==> src/klst_pkg.sv <==
// klst_pkg: record type, action and status codes for the keyed LIFO stack.
// No dependencies; used by klst_store and keyed_lifo_stack.
package klst_pkg;

    typedef struct packed {
        logic signed [7:0] temperature;
        logic [6:0]        humidity;
        logic [4:0]        hour;
    } t_rec;

    localparam logic [2:0] ACT_PUSH   = 3'd0;
    localparam logic [2:0] ACT_POP    = 3'd1;
    localparam logic [2:0] ACT_LOOKUP = 3'd2;
    localparam logic [2:0] ACT_DUMP   = 3'd3;
    localparam logic [2:0] ACT_CLEAR  = 3'd4;

    localparam logic [2:0] STAT_OK       = 3'd0;
    localparam logic [2:0] STAT_DUP      = 3'd1;
    localparam logic [2:0] STAT_FULL     = 3'd2;
    localparam logic [2:0] STAT_EMPTY    = 3'd3;
    localparam logic [2:0] STAT_NOTFOUND = 3'd4;

endpackage

==> src/keyed_lifo_stack.sv <==
// keyed_lifo_stack: LIFO of sensor records keyed by hour, with push, pop,
// lookup, dump and clear. Depends on klst_pkg and klst_store.
//
//  channel      dir  handshake                      payload
//  s_axis       in   i_s_axis_tvalid/o_s_axis_tready tuser action, tdata record
//  m_axis       out  o_m_axis_tvalid/i_m_axis_tready tuser status, tdata record
//
// One key comparator walks the memory, one entry per cycle, behind the
// registered read port. Push and lookup scan from the bottom and stop early
// on a hit; pop reads the top record; dump reads and emits records top down.
// One item is in work at a time; s_axis is ready only while idle.
// Reset (synchronous, active low) empties the stack; memory contents are
// not cleared. A stalled m_axis holds the result and the sequencer waits.
module keyed_lifo_stack #(
    parameter int DEPTH = 32
) (
    input  logic        i_clk,
    input  logic        i_rst_n,
    input  logic        i_s_axis_tvalid,
    output logic        o_s_axis_tready,
    input  logic [23:0] i_s_axis_tdata,  // temperature[7:0], humidity[14:8], hour[19:15]
    input  logic [2:0]  i_s_axis_tuser,  // action[2:0]
    output logic        o_m_axis_tvalid,
    input  logic        i_m_axis_tready,
    output logic [23:0] o_m_axis_tdata,  // out_temperature[7:0], out_humidity[14:8],
                                         // out_hour[19:15]
    output logic [3:0]  o_m_axis_tuser,  // status[2:0], has_record[3]
    output logic        o_m_axis_tlast
);

    localparam int AW = (DEPTH > 1) ? $clog2(DEPTH) : 1;
    localparam int CW = $clog2(DEPTH + 1);

    localparam logic [1:0] ST_IDLE = 2'd0;
    localparam logic [1:0] ST_SCAN = 2'd1;
    localparam logic [1:0] ST_READ = 2'd2;
    localparam logic [1:0] ST_EMIT = 2'd3;

    logic [1:0]     r_state, n_state;
    logic [2:0]     r_action, n_action;
    klst_pkg::t_rec r_new, n_new;
    logic [CW-1:0]  r_count, n_count;
    logic [CW-1:0]  r_idx, n_idx;
    logic           r_cmp_vld, n_cmp_vld;
    logic [2:0]     r_res_status, n_res_status;
    logic           r_res_has, n_res_has;
    klst_pkg::t_rec r_res_rec, n_res_rec;
    logic           r_res_last, n_res_last;
    logic           r_out_valid, n_out_valid;
    logic [2:0]     r_out_status, n_out_status;
    logic           r_out_has, n_out_has;
    klst_pkg::t_rec r_out_rec, n_out_rec;
    logic           r_out_last, n_out_last;

    logic           w_acc;
    logic           w_out_free;
    klst_pkg::t_rec w_in_rec;
    logic           w_we;
    logic           w_re;
    logic [AW-1:0]  w_raddr;
    klst_pkg::t_rec w_rdata;
    logic [CW-1:0]  w_cnt_m1;
    logic [CW-1:0]  w_idx_m1;
    logic           w_scan_rd;
    logic           w_match;

    assign o_s_axis_tready = (r_state == ST_IDLE);
    assign w_acc      = i_s_axis_tvalid && o_s_axis_tready;
    assign w_out_free = !r_out_valid || i_m_axis_tready;

    assign w_in_rec.temperature = i_s_axis_tdata[7:0];
    assign w_in_rec.humidity    = i_s_axis_tdata[14:8];
    assign w_in_rec.hour        = i_s_axis_tdata[19:15];

    assign w_cnt_m1  = r_count - 1'b1;
    assign w_idx_m1  = r_idx - 1'b1;
    assign w_scan_rd = (r_idx < r_count);
    // shared key comparator, fed by the registered read port
    assign w_match   = r_cmp_vld && (w_rdata.hour == r_new.hour);

    klst_store #(
        .DEPTH (DEPTH),
        .AW    (AW)
    ) u_store (
        .i_clk   (i_clk),
        .i_we    (w_we),
        .i_waddr (r_count[AW-1:0]),
        .i_wdata (r_new),
        .i_re    (w_re),
        .i_raddr (w_raddr),
        .o_rdata (w_rdata)
    );

    always_comb begin
        n_state      = r_state;
        n_action     = r_action;
        n_new        = r_new;
        n_count      = r_count;
        n_idx        = r_idx;
        n_cmp_vld    = 1'b0;
        n_res_status = r_res_status;
        n_res_has    = r_res_has;
        n_res_rec    = r_res_rec;
        n_res_last   = r_res_last;
        n_out_valid  = r_out_valid && !i_m_axis_tready;
        n_out_status = r_out_status;
        n_out_has    = r_out_has;
        n_out_rec    = r_out_rec;
        n_out_last   = r_out_last;
        w_we         = 1'b0;
        w_re         = 1'b0;
        w_raddr      = r_idx[AW-1:0];

        case (r_state)
            ST_IDLE: begin
                if (w_acc) begin
                    n_action     = i_s_axis_tuser;
                    n_new        = w_in_rec;
                    n_res_status = klst_pkg::STAT_OK;
                    n_res_has    = 1'b0;
                    n_res_rec    = '0;
                    n_res_last   = 1'b1;
                    case (i_s_axis_tuser)
                        klst_pkg::ACT_PUSH, klst_pkg::ACT_LOOKUP: begin
                            n_idx   = '0;
                            n_state = ST_SCAN;
                        end
                        klst_pkg::ACT_POP, klst_pkg::ACT_DUMP: begin
                            if (r_count == '0) begin
                                n_res_status = klst_pkg::STAT_EMPTY;
                                n_state      = ST_EMIT;
                            end else begin
                                w_re    = 1'b1;
                                w_raddr = w_cnt_m1[AW-1:0];
                                n_idx   = w_cnt_m1;
                                if (i_s_axis_tuser == klst_pkg::ACT_POP) begin
                                    n_count = w_cnt_m1;
                                end
                                n_state = ST_READ;
                            end
                        end
                        klst_pkg::ACT_CLEAR: begin
                            n_count = '0;
                            n_state = ST_EMIT;
                        end
                        default: begin
                            n_state = ST_IDLE;  // unused codes give no result
                        end
                    endcase
                end
            end

            ST_SCAN: begin
                w_re      = w_scan_rd;
                n_cmp_vld = w_scan_rd;
                if (w_scan_rd) begin
                    n_idx = r_idx + 1'b1;
                end
                if (w_match) begin
                    n_cmp_vld = 1'b0;
                    if (r_action == klst_pkg::ACT_PUSH) begin
                        n_res_status = klst_pkg::STAT_DUP;
                    end else begin
                        n_res_status = klst_pkg::STAT_OK;
                        n_res_has    = 1'b1;
                        n_res_rec    = w_rdata;
                    end
                    n_state = ST_EMIT;
                end else if (!w_scan_rd && !r_cmp_vld) begin
                    // every stored key compared, no hit
                    if (r_action == klst_pkg::ACT_PUSH) begin
                        if (r_count == CW'(DEPTH)) begin
                            n_res_status = klst_pkg::STAT_FULL;
                        end else begin
                            w_we         = 1'b1;
                            n_count      = r_count + 1'b1;
                            n_res_status = klst_pkg::STAT_OK;
                        end
                    end else begin
                        n_res_status = klst_pkg::STAT_NOTFOUND;
                    end
                    n_state = ST_EMIT;
                end
            end

            ST_READ: begin
                n_res_status = klst_pkg::STAT_OK;
                n_res_has    = 1'b1;
                n_res_rec    = w_rdata;
                n_res_last   = (r_action == klst_pkg::ACT_POP) || (r_idx == '0);
                n_state      = ST_EMIT;
            end

            ST_EMIT: begin
                if (w_out_free) begin
                    n_out_valid  = 1'b1;
                    n_out_status = r_res_status;
                    n_out_has    = r_res_has;
                    n_out_rec    = r_res_rec;
                    n_out_last   = r_res_last;
                    if (r_action == klst_pkg::ACT_DUMP && !r_res_last) begin
                        w_re    = 1'b1;
                        w_raddr = w_idx_m1[AW-1:0];
                        n_idx   = w_idx_m1;
                        n_state = ST_READ;
                    end else begin
                        n_state = ST_IDLE;
                    end
                end
            end

            default: begin
                n_state = ST_IDLE;
            end
        endcase
    end

    always_ff @(posedge i_clk) begin
        if (!i_rst_n) begin
            r_state     <= ST_IDLE;
            r_count     <= '0;
            r_cmp_vld   <= 1'b0;
            r_out_valid <= 1'b0;
        end else begin
            r_state     <= n_state;
            r_count     <= n_count;
            r_cmp_vld   <= n_cmp_vld;
            r_out_valid <= n_out_valid;
        end
    end

    always_ff @(posedge i_clk) begin
        r_action     <= n_action;
        r_new        <= n_new;
        r_idx        <= n_idx;
        r_res_status <= n_res_status;
        r_res_has    <= n_res_has;
        r_res_rec    <= n_res_rec;
        r_res_last   <= n_res_last;
        r_out_status <= n_out_status;
        r_out_has    <= n_out_has;
        r_out_rec    <= n_out_rec;
        r_out_last   <= n_out_last;
    end

    assign o_m_axis_tvalid = r_out_valid;
    assign o_m_axis_tdata  = {4'b0000, r_out_rec.hour, r_out_rec.humidity,
                              r_out_rec.temperature};
    assign o_m_axis_tuser  = {r_out_has, r_out_status};
    assign o_m_axis_tlast  = r_out_last;

    a_count_bound: assert property (@(posedge i_clk) disable iff (!i_rst_n)
        r_count <= CW'(DEPTH))
        else $error("fill count above depth");

    a_write_room: assert property (@(posedge i_clk) disable iff (!i_rst_n)
        w_we |-> (r_count < CW'(DEPTH)))
        else $error("write into a full stack");

    a_scan_idx: assert property (@(posedge i_clk) disable iff (!i_rst_n)
        (r_state == ST_SCAN) |-> (r_idx <= r_count))
        else $error("scan index ran past fill count");

    a_pop_dec: assert property (@(posedge i_clk) disable iff (!i_rst_n)
        (w_acc && i_s_axis_tuser == klst_pkg::ACT_POP && r_count != '0)
        |=> (r_count == $past(w_cnt_m1)))
        else $error("pop did not drop the fill count");

    a_read_stable: assert property (@(posedge i_clk) disable iff (!i_rst_n)
        (r_state == ST_READ) |=> $stable(r_count))
        else $error("fill count moved while reading a record");

endmodule

==> src/klst_store.sv <==
// klst_store: record memory, one write port and one registered read port.
// Depends on klst_pkg for the record type.
module klst_store #(
    parameter int DEPTH = 32,
    parameter int AW    = 5
) (
    input  logic                i_clk,
    input  logic                i_we,
    input  logic [AW-1:0]       i_waddr,
    input  klst_pkg::t_rec      i_wdata,
    input  logic                i_re,
    input  logic [AW-1:0]       i_raddr,
    output klst_pkg::t_rec      o_rdata
);

    klst_pkg::t_rec r_mem [DEPTH];
    klst_pkg::t_rec r_rdata;

    always_ff @(posedge i_clk) begin
        if (i_we) begin
            r_mem[i_waddr] <= i_wdata;
        end
    end

    always_ff @(posedge i_clk) begin
        if (i_re) begin
            r_rdata <= r_mem[i_raddr];
        end
    end

    assign o_rdata = r_rdata;

endmodule

==> config.mk <==
export PLATFORM = sky130hd
export DESIGN_NAME = keyed_lifo_stack
export DESIGN_NICKNAME = d
export VERILOG_FILES = /design/src/klst_pkg.sv /design/src/keyed_lifo_stack.sv /design/src/klst_store.sv
export SDC_FILE = /design/constraint.sdc
export NUM_CORES = 1
export LEC_CHECK = 0
export ABC_AREA = 1
export BUFFER_PORTS_ARGS = -buffer_cell sky130_fd_sc_hd__buf_4
export CORE_AREA = 5 5 362 364
export DETAILED_ROUTE_END_ITERATION = 8
export DIE_AREA = 0 0 367 369
export PLACE_DENSITY_LB_ADDON = 0.3
export SYNTH_ARGS = -nofsm -noshare
export SYNTH_HDL_FRONTEND = slang
export SYNTH_SLANG_ARGS = --single-unit
==> constraint.sdc <==
create_clock -name i_clk -period 5.4 [get_ports i_clk]
set_input_delay 0.54 -clock i_clk [delete_from_list [all_inputs] [get_ports i_clk]]
set_output_delay 0.54 -clock i_clk [all_outputs]
set_load 0.02 [all_outputs]
# After elaboration in Yosys (flattened, before gate mapping)
# Memories as Yosys holds them, arrays and structs flattened. A register that Yosys moved wholly into a read port is not among the register bits.
# Index checks and enable logic that the tools add are counted.
# Widths: inputs -> output; s select.
dict set report word_totals {
  regBits 89
  ramBits 640
  word_cells 151
  mem_bits_ro 0
  out_inout_bits 31
  n_memories 1
  inputBits 31
  latchBits 0
}
dict set report op_classes {
  div 0
  n_eq_ne 26
  add_sub_neg 4
  bitwise 2
  muxes 64
  n_mul 0
  order_cmp 1
  n_reduce_logical 32
  shift 0
}
# memory words width read_ports rd_clocked_by_memory_dff write_ports line
set mem_list {}
lappend mem_list {u_store.r_mem 32 20 1 1 1 klst_store.sv:16} ;# klst_pkg::t_rec r_mem [DEPTH];
# cell count
set op_table {}
lappend op_table {{$mux 6} 12}
lappend op_table {{$mux 20} 3}
lappend op_table {{$pmux 20 s3} 1}
lappend op_table {{$pmux 6 s2} 3}
lappend op_table {{$mux 5} 5}
lappend op_table {{$mux 1} 20}
lappend op_table {{$ne 2x2->1 const B} 9}
lappend op_table {{$pmux 6 s3} 1}
lappend op_table {{$mux 2} 8}
lappend op_table {{$add 6x1->6 const B} 2}
lappend op_table {{$logic_not 6->1} 2}
lappend op_table {{$mux 3} 4}
lappend op_table {{$sub 6x1->6 const B} 2}
lappend op_table {{$pmux 5 s2} 1}
lappend op_table {{$eq 3x2->1 const B} 3}
lappend op_table {{$ne 3x3->1 const B} 3}
lappend op_table {{$pmux 3 s3} 1}
lappend op_table {{$reduce_and 9->1} 1}
lappend op_table {{$pmux 2 s4} 1}
lappend op_table {{$reduce_and 7->1} 1}
lappend op_table {{$eq 3x1->1 const B} 2}
lappend op_table {{$eq 6x6->1 const B} 1}
lappend op_table {{$logic_not 3->1} 2}
lappend op_table {{$lt 6x6->1} 1}
lappend op_table {{21 further kinds} 40}

# Logic depth before layout (Yosys ltp)
dict set report depth {
  depth_word 8
  mapped_depth 19
  ltp_nobuf 17
}

# Hierarchy
# A second synthesis with hierarchy kept.
dict set report unflattened {
  cells_unflattened 2687
  hier_area_um2 31108.6
}
# mod cells_per_inst seq_area_each_um2 area_per_inst_um2 instances
set by_module_without_submodules {}
lappend by_module_without_submodules {klst_store 2230 19819.0 26719.4 1}
lappend by_module_without_submodules {keyed_lifo_stack 457 2572.5 4389.2 1}

# Worst setup path after synthesis
# Ideal clock, no wire load.
dict set report synth_path {
  path_kind {reg2reg}
  start {register r_count[4]}
  end {memory u_store.r_mem[16][0] (netlist name), enable pin}
  setup_ns 0.427
  path_buffers 1
  path_stages_with_launch 10
  arrival_time_ns 2.951
  path_slack_ns 2.022
  synth_period_minus_slack_ns 3.378
  required_time_ns 4.973
  path_cell_list {dfxtp_1 buf_2 clkinv_1 ha_1 nand2_1 nor2_1 o21ai_0 nand2_1 nand3_1 nor3b_1}
}
dict set report synth_between {
  elab_chain_len 8
  elab_cells_between_ends 11
  cone_classes {1 x order compare; 1 x eq/ne; 7 x mux; 2 x reduce/logical}
}
# element line
set synth_rtl {}
lappend synth_rtl {{start: declaration} keyed_lifo_stack.sv:42} ;# logic [CW-1:0] r_count, n_count;
lappend synth_rtl {{start signal: assignment} keyed_lifo_stack.sv:226} ;# r_count <= n_count;
lappend synth_rtl {{$lt 6x6->1 or $eq 6x6->1 (tied branches)} {keyed_lifo_stack.sv:77, keyed_lifo_stack.sv:172}}
lappend synth_rtl {{$logic_not 1->1 or $mux 1 (tied branches)} {keyed_lifo_stack.sv:169, keyed_lifo_stack.sv:172}}
lappend synth_rtl {{$logic_and 1x1->1 or $mux 1 (tied branches)} {keyed_lifo_stack.sv:169, keyed_lifo_stack.sv:171}}
lappend synth_rtl {{$mux 1} keyed_lifo_stack.sv:169} ;# end else if (!w_scan_rd && !r_cmp_vld) begin
lappend synth_rtl {{$mux 1} keyed_lifo_stack.sv:159} ;# if (w_match) begin
lappend synth_rtl {{$mux 1} keyed_lifo_stack.sv:114} ;# case (r_state)
lappend synth_rtl {{$mux 1} klst_store.sv:20} ;# if (i_we) begin
lappend synth_rtl {{$mux 1 (not written as such)} klst_store.sv:21} ;# r_mem[i_waddr] <= i_wdata;
lappend synth_rtl {{end: declaration} klst_store.sv:16}
# Several ways; a longest one is shown, not always the timed one.

# Worst setup path after layout
dict set report layout_path {
  start {register r_state[1]}
  end {memory u_store.r_mem[1][11] (netlist name), enable pin}
}
dict set report layout_between {
  elab_chain_len 4
}
# element line
set layout_rtl {}
lappend layout_rtl {{start: declaration} keyed_lifo_stack.sv:39} ;# logic [1:0] r_state, n_state;
lappend layout_rtl {{start signal: assignment} keyed_lifo_stack.sv:225} ;# r_state <= n_state;
lappend layout_rtl {{$eq 2x1->1} keyed_lifo_stack.sv:114}
lappend layout_rtl {{$mux 1} keyed_lifo_stack.sv:114}
lappend layout_rtl {{$mux 1} klst_store.sv:20}
lappend layout_rtl {{$mux 1 (not written as such)} klst_store.sv:21}
# No other way between the ends.

==> run metrics <==
# IOs=62; XOR/XNOR Fraction of Synth Area=0.239%; worst-path fanout max=20; largest net degree at the start of global routing=157; synthesized area=0.0329 sq mm; Psw=9820 uW; Compound-Gate Fraction of Synth Area=1.11%; Bufs on Longest Clock Path=3; post-CTS sizing=0; clock slew at reported path FFs=0.06 ns; clock share of power=22.9%; ant diodes=0; Die Area=0.135 sq mm; Area Overhead vs Synth=14.4%; Worst-Skew Late Latency=0.61 ns; Port-buffer cells=53; Final Non-Filler Cells=4769; CTS root buf=clkbuf_16; part of the cycle the worst path needs=75.5%; Core Rows=131; Max Clock Skew=0.0155 ns; post-CTS setup buffer count=0; status=complete, no violations; DRC=0; Final Hold Fails=0; crit start category=flip-flop; Total Power=22800 uW; pre-CTS WS=1.36 ns; WL/cell=18.2 microns; Core ar.=0.127 sq mm; TritonCTS Buffers=83; Max-slew headroom=15.7%; Worst EP arrival=4.31 ns; Die Y-Extent=369 microns; sequential share of power=33.6%; total global routing track utilization=12.4%; Routed WL=86800 microns; drt first-iter violations=1760; static leakage=0.0147 uW; Fmax=0.245 GHz; Post-Synth Adder-Cell Area=0.684%; Min Clock Period, post-route=4.08 ns; chip width=367 microns; Antenna Nets Post-Route=0; via count=21500; Final #Nets=3098; RSZ-0062 raised after global routing=no; worst vdd ir=0.755 mV; Yosys reg bits=749; final setup vio count=0; DR vias/cell=4.50; switching share of total power=43.1%; gr ovfl total=0; hold_ws=0.100 ns; CTS tree=done; Final GP Congestion=0.829; first-pass GRT wire length=130000 microns; Worst Path Required=5.64 ns; Pwr Density=605 mW/mm^2; vias in the first global route=20400; post-synthesis mux area share=0%; Syn Area/Cell=10.9 sq um; Initial Utilization=25.9%; Simple-Gate Fraction of Synth Area=22.3%; total negative slack=0 ns; dpl cells=4626; Detailed Place HPWL=46500 microns; # hold bufs at CTS=0; max cap viols=0; Seq/Total Area, Yosys=68.0%; H-Tree Depth=3; post-synth cell types=41; CTS Sinks=749; Logic pwr share=43.5%; fraction of layout cells with a size suffix above 1=9.01%; main combinational cell family by area after synthesis=simple AND/OR/NAND/NOR gates; Syn Inst Count=3022; Worst Setup Path Type=flip-flop to flip-flop; TritonRoute pass-1 iters=5; Hold WC Path Type=input pin to flip-flop; Slew @ Worst Pin=1.26 ns; fin worst setup slack=1.32 ns; Crit. End Element=flip-flop; initial antenna violation count=0; Internal Power=13000 uW; Max Slew Vio Count=0; Syn. warnings=0
final cells by class:
cell class                 count  area (sq um)
fill                       13000         89300
sequential                   749         22400
multi-input combinational   1682          8210
clock buffer                 105          2190
tap                         1662          2080
inverter                     413          1560
timing repair buffer         120          1010
clock inverter                38           258
per-stage QoR:
step	util, %	instance area [sq um]
6_report	29.7	37700
5_1_grt	29.7	37700
4_1_cts	29.7	37700
3_5_place_dp	27.8	35300
3_3_place_gp	27.8	35300
2_1_floorplan	-	33000
Yosys cell counts, drive strengths merged:
master   instances  area, sq um
nand2          705         2680
edfxtp         739        22200
o32ai            2         17.5
o21a             1         7.51
a21oi           16         80.1
nand3          702         3530
xor2             5         43.8
o22ai            2         12.5
o21ai           25          129
a2111oi          1         8.76
nor3b            1         7.51
nand3b         100          751
clkinv           2         7.51
inv            411         1550
nor4             1         6.26
a31oi            4         25.0
conb             1         3.75
xnor2            4         35.0
nor2            63          260
clkbuf          31          116
nand4            9         56.3
o221ai           3         26.3
buf            150          878
nor3             8         40.0
ha              18          225
o211ai           7         52.6
a21boi           1         7.51
dfxtp           10          200
final timing paths:
path,start,to,slack (ns),depth (start not counted)
setup / recovery,r_state[1]$_SDFFE_PN0P_,u_store.r_mem[1][11]$_DFFE_PP_,1.32,8
hold / removal,i_s_axis_tdata[12],r_new[9]$_DFFE_PP_,0.10,1
setup reg to reg,r_state[1]$_SDFFE_PN0P_,u_store.r_mem[1][11]$_DFFE_PP_,1.32,8
hold reg to reg,r_res_rec[0]$_SDFFCE_PN0P_,o_m_axis_tdata[15]$_DFFE_PP_,0.41,0
kinds of logic (layout without fill, tap and decap cells):
logic type | Yosys count | count (layout)
adder cells (fa/ha/maj) | 18 | 18
XOR/XNOR | 9 | 9
buffers and inverters | 594 | 676
AO/OA/AOI/OAI | 62 | 62
AND/OR/NAND/NOR | 1589 | 1589
other | 1 | 4
flip-flops | 749 | 749
critical path: stages (launching register included):
cell and delay (ns):
dfxtp_1 0.34, inv_1 0.11, ha_1 0.56, inv_1 0.39
nor2_1 0.35, nand3_1 0.31, nor2_1 0.30, nand2_1 0.48
nor2_4 0.84
power groups by stage:
stage / combinational [uW] / clock, uW / sequential (uW)
after floorplan: 6750 / 0 / 7590
after global placement: 9960 / 0 / 7780
after CTS: 10000 / 5350 / 7670
after detailed placement: 9990 / 0 / 7790
after global routing: 11000 / 5590 / 7700
final: 9920 / 5210 / 7660
registers in the layout (all words and copies together), names as in the netlist, 6 cells and up:
signal	count
o_m_axis_tdata	20
u_store.r_mem	640
u_store.o_rdata	20
r_res_rec	20
r_count	6
r_new	20
r_idx	6
layer usage:
layer / up-vias / global-route usage (%) / share of wire, % / routed length, microns
met5: - / 0 / 0 / 0
met4: 0 / 3.06 / 2.3 / 1990
met3: 113 / 2.25 / 5.2 / 4550
met2: 528 / 20.5 / 47 / 40900
met1: 10500 / 17.0 / 45 / 39300
li1: 10300 / - / - / -
placed cells by master (no fill, tap or decap), types with 4 or more instances in the layout:
cell       synthesis  layout
clkbuf_1          31      20
conb_1             1       4
xor2_1             5       5
nand2_8            0       4
clkbuf_16          0      84
ha_1              18      18
nand3_1          700     700
o21ai_0           23      22
nand4_1            9       9
a21oi_1           16      16
nor2_4             0       5
inv_1            407     406
buf_4             15     111
edfxtp_1         739     739
clkinv_2           0      13
xnor2_1            4       4
nor3_1             8       7
nor2_2             3      30
buf_12             0       9
clkinv_1           2      22
nand3b_1         100     100
nand2_1          698     698
dfxtp_1           10      10
nor2_1            59      27
o211ai_1           7       7
Note: power is estimated with default switching activity, not from simulation.
